**config.mk**
```make
export PLATFORM = sky130hd
export DESIGN_NAME = wft_queue
export DESIGN_NICKNAME = d
export VERILOG_FILES = /design/src/sv/wft_pkg.sv /design/src/sv/wft_queue.sv
export SDC_FILE = /design/constraint.sdc
export NUM_CORES = 1
export LEC_CHECK = 0
export BUFFER_PORTS_ARGS = -buffer_cell sky130_fd_sc_hd__buf_4
export CORE_ASPECT_RATIO = 1.25
export CORE_UTILIZATION = 44
export DETAILED_ROUTE_END_ITERATION = 10
export GPL_TIMING_DRIVEN = 1
export PLACE_DENSITY = 0.79
export RECOVER_POWER = 50
export SLEW_MARGIN = 20
export SYNTH_ARGS = -nofsm -noshare
export SYNTH_HDL_FRONTEND = slang
export SYNTH_SLANG_ARGS = --single-unit
```
**constraint.sdc**
```tcl
create_clock -name clk -period 6.5 [get_ports clk]
set_input_delay 0.65 -clock clk [delete_from_list [all_inputs] [get_ports clk]]
set_output_delay 0.65 -clock clk [all_outputs]
set_load 0.005 [all_outputs]
```
**src/sv/wft_pkg.sv**
```systemverilog
// ----------------------------------------------------------------------------
// wft_pkg
// shared types, constants, the word folding function and the count field
// helper of the word frequency table
// ----------------------------------------------------------------------------
package wft_pkg;

  localparam int TABLE_DEPTH = 32;
  localparam int COUNT_WIDTH = 16;
  localparam int WORD_W      = 120;
  localparam int WORD_BYTES  = 15;
  localparam int HIGH_W      = 64;
  localparam int LOW_W       = 56;
  localparam int OUT_COUNT_W = 16;
  localparam int IDX_W       = (TABLE_DEPTH > 1) ? $clog2(TABLE_DEPTH) : 1;
  localparam int FILL_W      = $clog2(TABLE_DEPTH + 1);
  localparam int QUEUE_DEPTH = 2;

  localparam logic [COUNT_WIDTH-1:0] COUNT_MAX = '1;
  localparam logic [7:0] CHAR_UP_A = 8'h41;
  localparam logic [7:0] CHAR_UP_Z = 8'h5a;
  localparam logic [7:0] CHAR_LO_A = 8'h61;

  typedef enum logic [1:0] {
    CMD_CLEAR = 2'd0,
    CMD_COUNT = 2'd1,
    CMD_LIST  = 2'd2,
    CMD_NONE  = 2'd3
  } cmd_t;

  typedef enum logic [2:0] {
    ST_INCREMENTED = 3'd0,
    ST_INSERTED    = 3'd1,
    ST_FULL        = 3'd2,
    ST_LIST_ENTRY  = 3'd3,
    ST_LIST_EMPTY  = 3'd4,
    ST_CLEARED     = 3'd5
  } status_t;

  // one classified item travelling from front to back
  typedef struct packed {
    cmd_t              cmd;
    logic [WORD_W-1:0] word;
  } item_t;

  // fold A-Z to lower case, zero every byte after the first zero byte
  function automatic logic [WORD_W-1:0] fold_word(input logic [WORD_W-1:0] w);
    logic [WORD_W-1:0] r;
    logic              ended;
    logic [7:0]        b;
    r     = '0;
    ended = 1'b0;
    for (int i = 0; i < WORD_BYTES; i++) begin
      b = w[WORD_W-1-8*i -: 8];
      if (b == 8'h00) begin
        ended = 1'b1;
      end
      if (ended) begin
        b = 8'h00;
      end
      if (b >= CHAR_UP_A && b <= CHAR_UP_Z) begin
        b = b - CHAR_UP_A + CHAR_LO_A;
      end
      r[WORD_W-1-8*i -: 8] = b;
    end
    return r;
  endfunction

  // low bits of a count, zero extended when the count is narrow
  function automatic logic [OUT_COUNT_W-1:0] count_field(
      input logic [COUNT_WIDTH-1:0] c);
    logic [COUNT_WIDTH+OUT_COUNT_W-1:0] ext;
    ext = {{OUT_COUNT_W{1'b0}}, c};
    return ext[OUT_COUNT_W-1:0];
  endfunction

endpackage

```
**src/sv/wft_queue.sv**
```systemverilog
// ----------------------------------------------------------------------------
// wft_queue
// short queue of classified items between front and back
// ----------------------------------------------------------------------------
module wft_queue (
  input  logic           clk,
  input  logic           rst_n,
  input  logic           q_push,
  input  wft_pkg::item_t q_item,
  input  logic           q_pop,
  output logic           q_full,
  output logic           q_valid,
  output wft_pkg::item_t q_head
);

  localparam int PTR_W = (wft_pkg::QUEUE_DEPTH > 1) ? $clog2(wft_pkg::QUEUE_DEPTH) : 1;
  localparam int CNT_W = $clog2(wft_pkg::QUEUE_DEPTH + 1);

  wft_pkg::item_t   slot_r [wft_pkg::QUEUE_DEPTH];
  logic [PTR_W-1:0] wr_ptr_r, wr_ptr_nxt;
  logic [PTR_W-1:0] rd_ptr_r, rd_ptr_nxt;
  logic [CNT_W-1:0] cnt_r, cnt_nxt;
  logic             do_push, do_pop;

  assign q_full  = (cnt_r == CNT_W'(wft_pkg::QUEUE_DEPTH));
  assign q_valid = (cnt_r != '0);
  assign q_head  = slot_r[rd_ptr_r];
  assign do_push = q_push && !q_full;
  assign do_pop  = q_pop && q_valid;

  function automatic logic [PTR_W-1:0] ptr_inc(input logic [PTR_W-1:0] p);
    return (p == PTR_W'(wft_pkg::QUEUE_DEPTH - 1)) ? '0 : p + PTR_W'(1);
  endfunction

  always_comb begin
    wr_ptr_nxt = do_push ? ptr_inc(wr_ptr_r) : wr_ptr_r;
    rd_ptr_nxt = do_pop ? ptr_inc(rd_ptr_r) : rd_ptr_r;
    cnt_nxt    = cnt_r + CNT_W'(do_push) - CNT_W'(do_pop);
  end

  always_ff @(posedge clk) begin
    if (!rst_n) begin
      wr_ptr_r <= '0;
      rd_ptr_r <= '0;
      cnt_r    <= '0;
    end else begin
      wr_ptr_r <= wr_ptr_nxt;
      rd_ptr_r <= rd_ptr_nxt;
      cnt_r    <= cnt_nxt;
    end
  end

  always_ff @(posedge clk) begin
    if (do_push) begin
      slot_r[wr_ptr_r] <= q_item;
    end
  end

endmodule

```
==> flow_summary.json <==
{
  "crit_path_start": "cnt_r[0]",
  "grt_overflow": 0,
  "viasPerCell": 4.79,
  "worstMarginPinSlew_ps": 2010,
  "max_slew_margin_pct": -34.1,
  "path_depth": 5,
  "die_area_um2": 21900,
  "drc": 0,
  "drv_cap": 2,
  "holdWs_ps": 351,
  "reg2reg_from": "cnt_r[0]",
  "worstPathArrival_ps": 3840,
  "drive_above_1_share_pct": 54.0,
  "rr_worst_depth": 5,
  "dp_hpwl_mm": 11.6,
  "cts_sinks": 249,
  "fin_ws_ps": 2800,
  "rsz0062_at_grt": "no",
  "cts_root_buf": "clkbuf_16",
  "syn_area_um2": 9370,
  "wl_per_cell_um": 17.6,
  "ant_nets": 0,
  "ys_ff_latch": 249,
  "min_period_ps": 3700,
  "layout_commonest_cell": "edfxtp_1",
  "failed_checks": "capacitance limit, slew limit",
  "hold_violations": 0,
  "holdCritStartpoint": "q_item[119]",
  "grt_max_degree": 85,
  "grt_pass1_vias": 4872,
  "slew_violations": 67,
  "synth_edf_count": 244,
  "syn_area_per_cell_um2": 23.0,
  "grt_pass1_wl_mm": 25.1,
  "grt.total_usage_pct": 15.0,
  "place_ws_ps": 3730,
  "ioPinCount": 250,
  "synth_nets": 535,
  "tns_ps": 0,
  "ir_drop_mv": 0.268,
  "multi_input_area_um2": 1800,
  "n_fill_cell": 1600,
  "yosys_warnings": 0,
  "fp.dieH_um": 165,
  "min_path_cells": 1,
  "clockBufferDepth": 3,
  "path_clk_slew_ps": 60,
  "syn_to_final_growth_pct": 29.6,
  "async_flop_share_pct": 0,
  "cp_max_fo": 84,
  "seq_area_frac_synth_pct": 79.2,
  "postRouteWirelength_mm": 17.0,
  "crit_family": "buffers and inverters",
  "num_vias": 4637,
  "setup_viol": 0,
  "port_buffers": 249,
  "drt-initial-drc-count": 188,
  "cp_data_required_time_ps": 6640,
  "rows": 59,
  "crit_chain": "nand2b_1 > nand2_1 > nor2_1 > clkbuf_1 > buf_12",
  "critPathKind": "register to register",
  "critPathMaxStageDelay_ps": 1210,
  "worstSetupEndpointType": "register",
  "design.core.area_um2": 20800,
  "crit_buf_inv": 2,
  "grt_antenna_before_repair": 5,
  "clock_latency_ps": 500,
  "syn_inst": 407,
  "startpoint_type": "register",
  "cp_slowest_cell": "clkbuf_1",
  "outcome": "complete, but fails checks",
  "numCtsBuffers": 24,
  "finalClockSkew_ps": 8.95,
  "cts_resized": 0,
  "p_leak_nw": 4.58,
  "p_per_area_nw_per_um2": 396,
  "num-nets-final": 802,
  "post_cts_buffers": 0,
  "synth_cell_types": 20,
  "ys.flop_type": "edfxtp_1",
  "hold_class": "input port to register",
  "drtPass1Iterations": 4,
  "min_period_over_period_pct": 56.9,
  "cts_max_level": 1,
  "max_freq_mhz": 270,
  "layout_common_cells": "edfxtp_1, buf_4, clkbuf_4, mux2_4, clkbuf_1",
  "start_util_pct": 45.0,
  "cts_tree": "built",
  "seqCellArea_um2": 7430,
  "gp_congestion": 0.735,
  "die_x_um": 133,
  "holdBufCountCts": 0
}
-- cells by family after synthesis --
| logic type | count (synthesis) | synth area share, % |
|---|---|---|
| simple gates | 13 | 0.694 |
| fa+ha+maj | 2 | 0.267 |
| xor+xnor | 2 | 0.187 |
| compound gates | 1 | 0.0801 |
| mux | 123 | 18.0 |
| buf+inv | 17 | 1.57 |
| flops | 249 | 79.2 |
-- registers in the layout (all words and copies together) (netlist names), named ones only --
register	cells
wr_ptr_r	1
slot_r	244
cnt_r	2
rd_ptr_r	1
-- cell type report --
type,instances,area share (%)
multi-input cells,141,14.8
clock buffers,30,5.30
diodes,3,0.0618
clock inverters,14,1.05
inverters,3,0.0927
repair buffers,255,14.7
well taps,274,2.82
flip-flops and latches,249,61.1
-- path summary, 6_finish.rpt --
kind | to | slack (ps)
worst max-delay path | slot_r[0][8] | 2800
worst min-delay path | slot_r[1][119] | 350
worst max register to register | slot_r[0][8] | 2800
worst min register to register | wr_ptr_r | 500
-- metal layers --
metal  up-vias  wire [um]  global-route usage [%]
met4         4        439                    5.43
met2       173       9040                    27.3
met1      2262       5870                    15.7
met3        39       1640                    5.80
li1       2159          -                       -
met5         -         23                       0
-- power by group --
group	internal (mW)	switching, mW
logic	0.782	0.528
registers	2.07	0.100
clock network	0.784	0.548
total	3.64	1.18
-- through the flow --
step	cells	cell area, um2	power [mW]	utilization [%]
4_1_cts	964	12300	4.90	59.0
3_5_place_dp	920	11500	3.56	55.3
3_3_place_gp	920	11500	3.51	55.3
2_1_floorplan	407	9370	2.98	-
5_1_grt	967	12100	5.04	58.4
6_report	969	12200	4.82	58.4
-- synthesized netlist by cell type, types with 2 or more instances --
cell type,count,share of area [%]
edfxtp_1,244,78
mux2_4,80,13
mux2_2,42,5.0
buf_6,9,1.1
dfxtp_1,5,1.1
buf_2,4,0.21
nor2_1,4,0.16
inv_1,3,0.12
and2_1,2,0.13
ha_1,2,0.27
nand2_1,2,0.080
nand2b_1,2,0.13
No activity file was read; power rests on OpenSTA's default activity.
