$ cat src/sv/wft_pkg.sv
// ----------------------------------------------------------------------------
// wft_pkg
// shared types, constants, the word folding function and the count field
// helper of the word frequency table
// ----------------------------------------------------------------------------
package wft_pkg;

  localparam int TABLE_DEPTH = 32;
  localparam int COUNT_WIDTH = 16;
  localparam int WORD_W      = 120;
  localparam int WORD_BYTES  = 15;
  localparam int HIGH_W      = 64;
  localparam int LOW_W       = 56;
  localparam int OUT_COUNT_W = 16;
  localparam int IDX_W       = (TABLE_DEPTH > 1) ? $clog2(TABLE_DEPTH) : 1;
  localparam int FILL_W      = $clog2(TABLE_DEPTH + 1);
  localparam int QUEUE_DEPTH = 2;

  localparam logic [COUNT_WIDTH-1:0] COUNT_MAX = '1;
  localparam logic [7:0] CHAR_UP_A = 8'h41;
  localparam logic [7:0] CHAR_UP_Z = 8'h5a;
  localparam logic [7:0] CHAR_LO_A = 8'h61;

  typedef enum logic [1:0] {
    CMD_CLEAR = 2'd0,
    CMD_COUNT = 2'd1,
    CMD_LIST  = 2'd2,
    CMD_NONE  = 2'd3
  } cmd_t;

  typedef enum logic [2:0] {
    ST_INCREMENTED = 3'd0,
    ST_INSERTED    = 3'd1,
    ST_FULL        = 3'd2,
    ST_LIST_ENTRY  = 3'd3,
    ST_LIST_EMPTY  = 3'd4,
    ST_CLEARED     = 3'd5
  } status_t;

  // one classified item travelling from front to back
  typedef struct packed {
    cmd_t              cmd;
    logic [WORD_W-1:0] word;
  } item_t;

  // fold A-Z to lower case, zero every byte after the first zero byte
  function automatic logic [WORD_W-1:0] fold_word(input logic [WORD_W-1:0] w);
    logic [WORD_W-1:0] r;
    logic              ended;
    logic [7:0]        b;
    r     = '0;
    ended = 1'b0;
    for (int i = 0; i < WORD_BYTES; i++) begin
      b = w[WORD_W-1-8*i -: 8];
      if (b == 8'h00) begin
        ended = 1'b1;
      end
      if (ended) begin
        b = 8'h00;
      end
      if (b >= CHAR_UP_A && b <= CHAR_UP_Z) begin
        b = b - CHAR_UP_A + CHAR_LO_A;
      end
      r[WORD_W-1-8*i -: 8] = b;
    end
    return r;
  endfunction

  // low bits of a count, zero extended when the count is narrow
  function automatic logic [OUT_COUNT_W-1:0] count_field(
      input logic [COUNT_WIDTH-1:0] c);
    logic [COUNT_WIDTH+OUT_COUNT_W-1:0] ext;
    ext = {{OUT_COUNT_W{1'b0}}, c};
    return ext[OUT_COUNT_W-1:0];
  endfunction

endpackage

$ cat src/sv/wft_front.sv
// ----------------------------------------------------------------------------
// wft_front
// accepts input transactions, folds the word and drops unused commands
// ----------------------------------------------------------------------------
module wft_front (
  input  logic                       push,
  input  logic                       full,
  input  logic [1:0]                 in_cmd,
  input  logic [wft_pkg::HIGH_W-1:0] in_word_high,
  input  logic [wft_pkg::LOW_W-1:0]  in_word_low,
  output logic                       q_push,
  output wft_pkg::item_t             q_item
);

  logic accept;

  assign accept = push && !full;

  // an unused command is accepted and then forgotten
  assign q_push      = accept && (wft_pkg::cmd_t'(in_cmd) != wft_pkg::CMD_NONE);
  assign q_item.cmd  = wft_pkg::cmd_t'(in_cmd);
  assign q_item.word = wft_pkg::fold_word({in_word_high, in_word_low});

endmodule

$ cat config.mk
export PLATFORM = sky130hd
export DESIGN_NAME = wft_front
export DESIGN_NICKNAME = d
export VERILOG_FILES = /design/src/sv/wft_pkg.sv /design/src/sv/wft_front.sv
export SDC_FILE = /design/constraint.sdc
export NUM_CORES = 1
export LEC_CHECK = 0
export BUFFER_PORTS_ARGS = -buffer_cell sky130_fd_sc_hd__clkbuf_2
export CELL_PAD_IN_SITES_DETAIL_PLACEMENT = 1
export CELL_PAD_IN_SITES_GLOBAL_PLACEMENT = 2
export CORE_MARGIN = 4
export CORE_UTILIZATION = 15
export DETAILED_ROUTE_END_ITERATION = 10
export PLACE_DENSITY = 0.85
export SYNTH_ARGS = -nofsm -noshare
export SYNTH_HDL_FRONTEND = slang
export SYNTH_SLANG_ARGS = --single-unit
$ cat constraint.sdc
create_clock -name vclk -period 3
set_input_delay 0.15 -clock vclk [all_inputs]
set_output_delay 0.15 -clock vclk [all_outputs]
set_load 0.01 [all_outputs]
==> results of run 1 <==
area by class of cell:
class | count | area share
multi-input combinational | 322 | 0.5665
tap | 180 | 0.06158
inverter | 7 | 0.007184
timing repair buffer | 260 | 0.3647
worst min path at each step:
stage                        endpoint  slack, ps
after global routing      q_item[120]        510
after global placement    q_item[120]        510
final                     q_item[121]        500
after detailed placement  q_item[121]        510
after CTS                 q_item[121]        510
after floorplan                q_push        350
per-stage QoR:
| step | utilization | setup WS, ps | hold WS [ps] |
|---|---|---|---|
| floorplan | - | 379.4 | 346.3 |
| global placement | 0.2596 | 188.0 | 505.6 |
| detailed placement | 0.2596 | 65.85 | 507.2 |
| CTS | 0.2596 | 54.12 | 507.2 |
| global route | 0.2614 | 59.99 | 513.0 |
| finish | 0.2614 | 185.4 | 503.7 |
metal layers:
layer / wire (um) / global-route usage / part of all wire
met5: 0 / 0 / 0
met4: 29 / 0.003121 / 0.0025
met3: 913 / 0.02125 / 0.079
met2: 6204 / 0.2634 / 0.54
met1: 4432 / 0.1464 / 0.38
placed cells by master (no fill, tap or decap), types with 2 or more instances in the layout:
master / n
sky130_fd_sc_hd__nor3b_1: 3
sky130_fd_sc_hd__or3_1: 3
sky130_fd_sc_hd__o21a_1: 5
sky130_fd_sc_hd__and3_1: 26
sky130_fd_sc_hd__nand3_1: 5
sky130_fd_sc_hd__a21o_1: 7
sky130_fd_sc_hd__nor4_1: 11
sky130_fd_sc_hd__nand2_1: 22
sky130_fd_sc_hd__buf_4: 13
sky130_fd_sc_hd__a21oi_1: 18
sky130_fd_sc_hd__nor3_1: 23
sky130_fd_sc_hd__inv_1: 7
sky130_fd_sc_hd__and2_1: 80
sky130_fd_sc_hd__a211oi_1: 2
sky130_fd_sc_hd__nand2b_1: 5
sky130_fd_sc_hd__nor2_1: 35
sky130_fd_sc_hd__a22o_1: 4
sky130_fd_sc_hd__or4_1: 12
sky130_fd_sc_hd__clkbuf_2: 247
sky130_fd_sc_hd__or2_2: 3
sky130_fd_sc_hd__o21ai_0: 2
sky130_fd_sc_hd__ha_1: 15
sky130_fd_sc_hd__nor3_4: 2
sky130_fd_sc_hd__a31oi_1: 9
sky130_fd_sc_hd__o22ai_1: 2
sky130_fd_sc_hd__a21boi_0: 7
logic make-up (layout without fill, tap and decap cells):
logic type,Yosys count,after routing,share of synthesized area
simple gates,242,242,0.6497
compound gates,64,64,0.2013
buf+inv,24,267,0.05685
fa+ha+maj,15,15,0.08701
mux,1,1,0.005220
timing repair:
item	4_1_cts	5_1_grt
setup buffers	0	0
endpoints found under the setup margin	0	16
gates resized for setup	0	4
power by group through the flow:
| stage | clock network, uW | registers (uW) | logic [uW] |
|---|---|---|---|
| after floorplan | 0 | 0 | 243 |
| final | 0 | 0 | 508 |
| after detailed placement | 0 | 0 | 514 |
| after CTS | 0 | 0 | 517 |
| after global routing | 0 | 0 | 567 |
| after global placement | 0 | 0 | 496 |
==> metrics.md, run 1 <==
| Metric | Value |
|---|---|
| Run status | completed |
| Routed via count | 3552 |
| First-pass DRT Iterations | 4 |
| Share of layout cells above drive strength 1 | 0.4635 |
| Required time at the worst-slack endpoint | 2850 ps |
| Post-synth design cell area | between 2000 and 2500 um^2 |
| Part of the total power dissipated in the clock network | 0 |
| Path type of the worst min-delay path | in -> out |
| Max Fanout on Critical Path | 13 |
| Power after layout | 507.8 uW |
| Transition time at the pin with the least slew margin | ~700 ps |
| Site row count | 43 |
| Final RePlAce weighted congestion | 0.8140 |
| Max stage delay on crit path | 550 ps |
| Worst Min Path Start | in_cmd[1] |
| Number of hold violations in the final report | 0 |
| Final wirelength | 11580 um |
| Area of all sequential standard cells | 0 um^2 |
| Max-slew violation total from the final report | 0 |
| Total internal power | 236.9 uW |
| Final ANT Viol Nets | 0 |
| Drt initial violations | 67 |
| Min Clock Period, post-route | 2815 ps |
| Max Clock Freq | 355.3 MHz |
| Final count of negative-setup-slack endpoints | 0 |
| Layout Cells excl Fill | 769 |
| Per-instance average area after synthesis | just over 6 um^2 |
| YS warnings | 0 |
| Layout overhead on the synthesized area | 69.55% |
| Gate count after technology mapping | 346 |
| Cell type with the highest aggregate area in the netlist | sky130_fd_sc_hd__and2_1 |
| Final Cell Area | 3657 um^2 |
| Wire length of the first global-routing pass | 18190 um |
| Nets | 730 |
| Placeable core area | between 10000 and 15000 um^2 |
| Antenna diode count | 0 |
| Average routed wire per standard cell | 15.06 um |
| RSZ-0062 raised after global routing | no |
| Sort of element at the start of the critical path | input pin |
| Critical Path Stages | 11 |
| Sequential cell fraction of total power | 0 |
| Number of antenna violations at the first check in global routing | 0 |
| Per-cell via count in the routed design | 4.619 |
| Cell-by-cell listing of the critical path | clkbuf_2, or4_1, or4b_4, nand3b_2, nand4b_4, nor3_4, and3_1, ha_1, nand2b_1, and4_1, clkbuf_2 |
| Share of the yosys chip area belonging to registers | 0 |
| Final total negative setup slack | 0 ps |
| Switching power share of the total | 0.5334 |
| Aggregate global-route resource usage | 0.1293 |
| Static leakage | 0.001986 uW |
| Area fraction of the dominant cell type after synthesis | 0.2320 |
| Critical path endpoint | q_item[6] |
| Power Density | 138.8 nW/um^2 |
| Half-perimeter wire length of the detailed placement result | 10500 um |
| Largest net degree at the start of global routing | 19 |
| Number of I/O pins | 247 |
| Logic gate share of total power | 1.000 |
| Sequential cells | 0 |
| Cell family with the largest share of critical-path delay | simple AND/OR/NAND/NOR gates |
| Die Height | between 100 and 150 um |
| Placed inst area | ~3600 um^2 |
| Hold-fix buffers, CTS | 0 |
| Via count of the first global-routing pass | 3765 |
| Max-capacitance violation count | 0 |
| Horizontal extent of the die | 127.9 um |
| Critical path arrival | 2660 ps |
| Multi-input combinational cell area | between 2000 and 2500 um^2 |
| # fillers | ~1800 |
| Sum of overflow across all layers after global routing | 0 |
| PortBufs | 247 |
| Post-detailed-route DRC marker count | 0 |
| Number of instances on the worst hold path | 2 |
| Starting density of the core | 0.1542 |
| Number of placed cells counting well taps | between 700 and 800 |
| Crit path capture type | primary output |
| Crit share post-route | 0.9382 |
| Netlist cell types | 46 |
| Number of buffers and inverters on the critical path | 2 |
| Headroom to the max-slew limit | 0.5325 |
| Die Footprint | 16360 um^2 |
| Leading post-synthesis cells by cell area | sky130_fd_sc_hd__and2_1, sky130_fd_sc_hd__ha_1, sky130_fd_sc_hd__and3_1 |
| Peak supply drop | 40.75 uV |
| Most frequent cell after synthesis | sky130_fd_sc_hd__and2_1 |
| Most used standard cells in the synthesized netlist | sky130_fd_sc_hd__and2_1, sky130_fd_sc_hd__nor2_1, sky130_fd_sc_hd__and3_1 |
| Most common cell type on the critical path | sky130_fd_sc_hd__clkbuf_2 |
| Syn Nets | 485 |
| Clkbuf count | 0 |
| Launching instance or port of the critical path | in_word_high[8] |
| P_sw | ~270 uW |
| Cell at the slowest stage of the critical path | sky130_fd_sc_hd__or4_1 |
| Kind of critical path | in -> out |
No activity file was read; power rests on OpenSTA's default activity.
==> run 2, diff against run 1 <==
==> constraint.sdc (replaced) <==
create_clock -name vclk -period 2.82
set_input_delay 0.141 -clock vclk [all_inputs]
set_output_delay 0.141 -clock vclk [all_outputs]
set_load 0.01 [all_outputs]
==> run 2 against run 1 <==
Against the previous run:
- final cell count up 0.13%
- via count up 0.51%
- total power increased by 6.9%
- combinational power grew 6.9%
- clock-buffer cell count did not move
- first-iteration DRC count fell by 7.5%
- flip-flop and latch count unchanged
- routed wire length increased by 0.60%
- non-clock buffer count up 1
- global-route usage decreased by 0.051 points
- critical path type unchanged
- critical endpoint unchanged
- highest routed layer unchanged
==> metrics.md, run 2 (synthesized netlist as in run 1, its figures left out) <==
| Metric | Value |
|---|---|
| Crit path capture type | primary output |
| Layout Cells excl Fill | between 700 and 800 |
| Average routed wire per standard cell | 15.13 um |
| Kind of critical path | in -> out |
| Power Density | 146.9 nW/um^2 |
| Share of layout cells above drive strength 1 | 0.4695 |
| Switching power share of the total | 0.5326 |
| Horizontal extent of the die | 127.9 um |
| Max-capacitance violation count | 0 |
| Sequential cell fraction of total power | 0 |
| Final total negative setup slack | 0 ps |
| Cell family with the largest share of critical-path delay | simple AND/OR/NAND/NOR gates |
| Sequential cells | 0 |
| Most common cell after layout, fill and taps aside | sky130_fd_sc_hd__clkbuf_2 |
| Site row count | 43 |
| Commonest cells after routing, fill and taps aside | sky130_fd_sc_hd__clkbuf_2, sky130_fd_sc_hd__and2_1, sky130_fd_sc_hd__nor2_1 |
| Drt initial violations | 62 |
| Headroom to the max-slew limit | 0.4881 |
| P_sw | 289.0 uW |
| Aggregate global-route resource usage | 0.1288 |
| Static leakage | between 0.0015 and 0.002 uW |
| Sum of overflow across all layers after global routing | 0 |
| Number of antenna violations at the first check in global routing | 0 |
| Total internal power | 253.6 uW |
| Clkbuf count | 0 |
| # fillers | 1837 |
| Layout overhead on the synthesized area | 71.23% |
| Final wirelength | between 10000 and 15000 um |
| Nets | 731 |
| Wire length of the first global-routing pass | between 15000 and 20000 um |
| Number of I/O pins | around 250 |
| Per-cell via count in the routed design | 4.636 |
| Final count of negative-setup-slack endpoints | 0 |
| Worst setup timing slack at the placement stage | -180.9 ps |
| Critical path arrival | ~2600 ps |
| Die Footprint | 16360 um^2 |
| Number of hold violations in the final report | 0 |
| Logic gate share of total power | 1.000 |
| Hold-fix buffers, CTS | 0 |
| Cell-by-cell listing of the critical path | clkbuf_2, or4_4, or4b_4, nand3b_4, nand4b_4, nor3_4, and3_1, ha_1, nand2b_1, and4_1, clkbuf_2 |
| Max Clock Freq | 369.7 MHz |
| Path type of the worst min-delay path | in -> out |
| Final ANT Viol Nets | 0 |
| Placeable core area | 13990 um^2 |
| Post-CTS Setup Bufs | 0 |
| PortBufs | 247 |
| Power after layout | 542.6 uW |
| Run status | completed |
| Area of all sequential standard cells | 0 um^2 |
| Antenna diode count | 0 |
| Most common cell type on the critical path | sky130_fd_sc_hd__clkbuf_2 |
| Max-slew violation total from the final report | 0 |
| Post-detailed-route DRC marker count | 0 |
| Via count of the first global-routing pass | approximately 3800 |
| Cell at the slowest stage of the critical path | sky130_fd_sc_hd__or4_4 |
| Crit share post-route | 0.9592 |
| RSZ-0062 raised after global routing | no |
| Number of placed cells counting well taps | 770 |
| Starting density of the core | 0.1542 |
| Largest net degree at the start of global routing | 19 |
| Part of the total power dissipated in the clock network | 0 |
| Routed via count | 3570 |
| Peak supply drop | 45.22 uV |
| Number of buffers and inverters on the critical path | 2 |
| Die Height | 127.9 um |
| Fin util | 0.2640 |
| Min Clock Period, post-route | 2705 ps |
| Required time at the worst-slack endpoint | 2680 ps |
| Fin worst setup slack | 115.0 ps |
| Max stage delay on crit path | 530 ps |
| Sort of element at the start of the critical path | input pin |
| Max Fanout on Critical Path | 8 |
| Transition time at the pin with the least slew margin | between 700 and 800 ps |
| Final RePlAce weighted congestion | 0.8215 |
| First-pass DRT Iterations | 4 |
| Half-perimeter wire length of the detailed placement result | 10590 um |
run 2: cell count changes in the layout (fill, tap and decap cells not counted):
cell,before,now
sky130_fd_sc_hd__a22o_2,0,1
sky130_fd_sc_hd__nor2_1,35,34
sky130_fd_sc_hd__nand3b_2,1,0
sky130_fd_sc_hd__nor2_2,1,2
sky130_fd_sc_hd__buf_12,0,1
sky130_fd_sc_hd__a22o_1,4,3
sky130_fd_sc_hd__or4_1,12,11
sky130_fd_sc_hd__nand3b_4,0,1
sky130_fd_sc_hd__or4_4,0,1
run 2: repair_timing:
item | in CTS | in global routing
resized for setup | 2 | 6
endpoints found under the setup margin | 5 | 11
pin swaps | 0 | 2
run 2: routing by layer:
metal	part of all wire	wire (um)	GRT usage
met1	0.38	4476	0.1455
met3	0.083	967	0.02333
met4	0.012	140	0.01124
met5	0	0	0
met2	0.52	6064	0.2572
run 2: per-stage QoR:
| stage | area (um^2) | hold WS, ps |
|---|---|---|
| 2_1_floorplan | 2157 | 328.3 |
| 3_5_place_dp | 3651 | 490.4 |
| 4_1_cts | 3666 | 490.4 |
| 5_1_grt | 3694 | 496.4 |
| 3_3_place_gp | 3651 | 487.7 |
| 6_report | 3694 | 487.5 |
run 2: final timing paths:
kind / cells past startpoint / startpoint / slack [ps] / end
hold / removal: 2 / in_cmd[0] / 490 / q_item[120]
setup / recovery: 11 / in_word_high[8] / 110 / q_item[6]
run 2: cell type report:
| class | instances | area, um^2 | share of cell area |
|---|---|---|---|
| Timing Repair Buffer | 261 | 1354 | 0.3665 |
| Inverter | 7 | 26.28 | 0.007114 |
| Multi-Input combinational cell | 322 | 2088 | 0.5654 |
| Tap cell | 180 | 225.2 | 0.06098 |
run 2: power groups by stage:
stage,Combinational (uW),Sequential (uW),Clock (uW)
5_1_grt,605,0,0
4_1_cts,552,0,0
3_5_place_dp,548,0,0
6_report,543,0,0
2_1_floorplan,258,0,0
3_3_place_gp,530,0,0
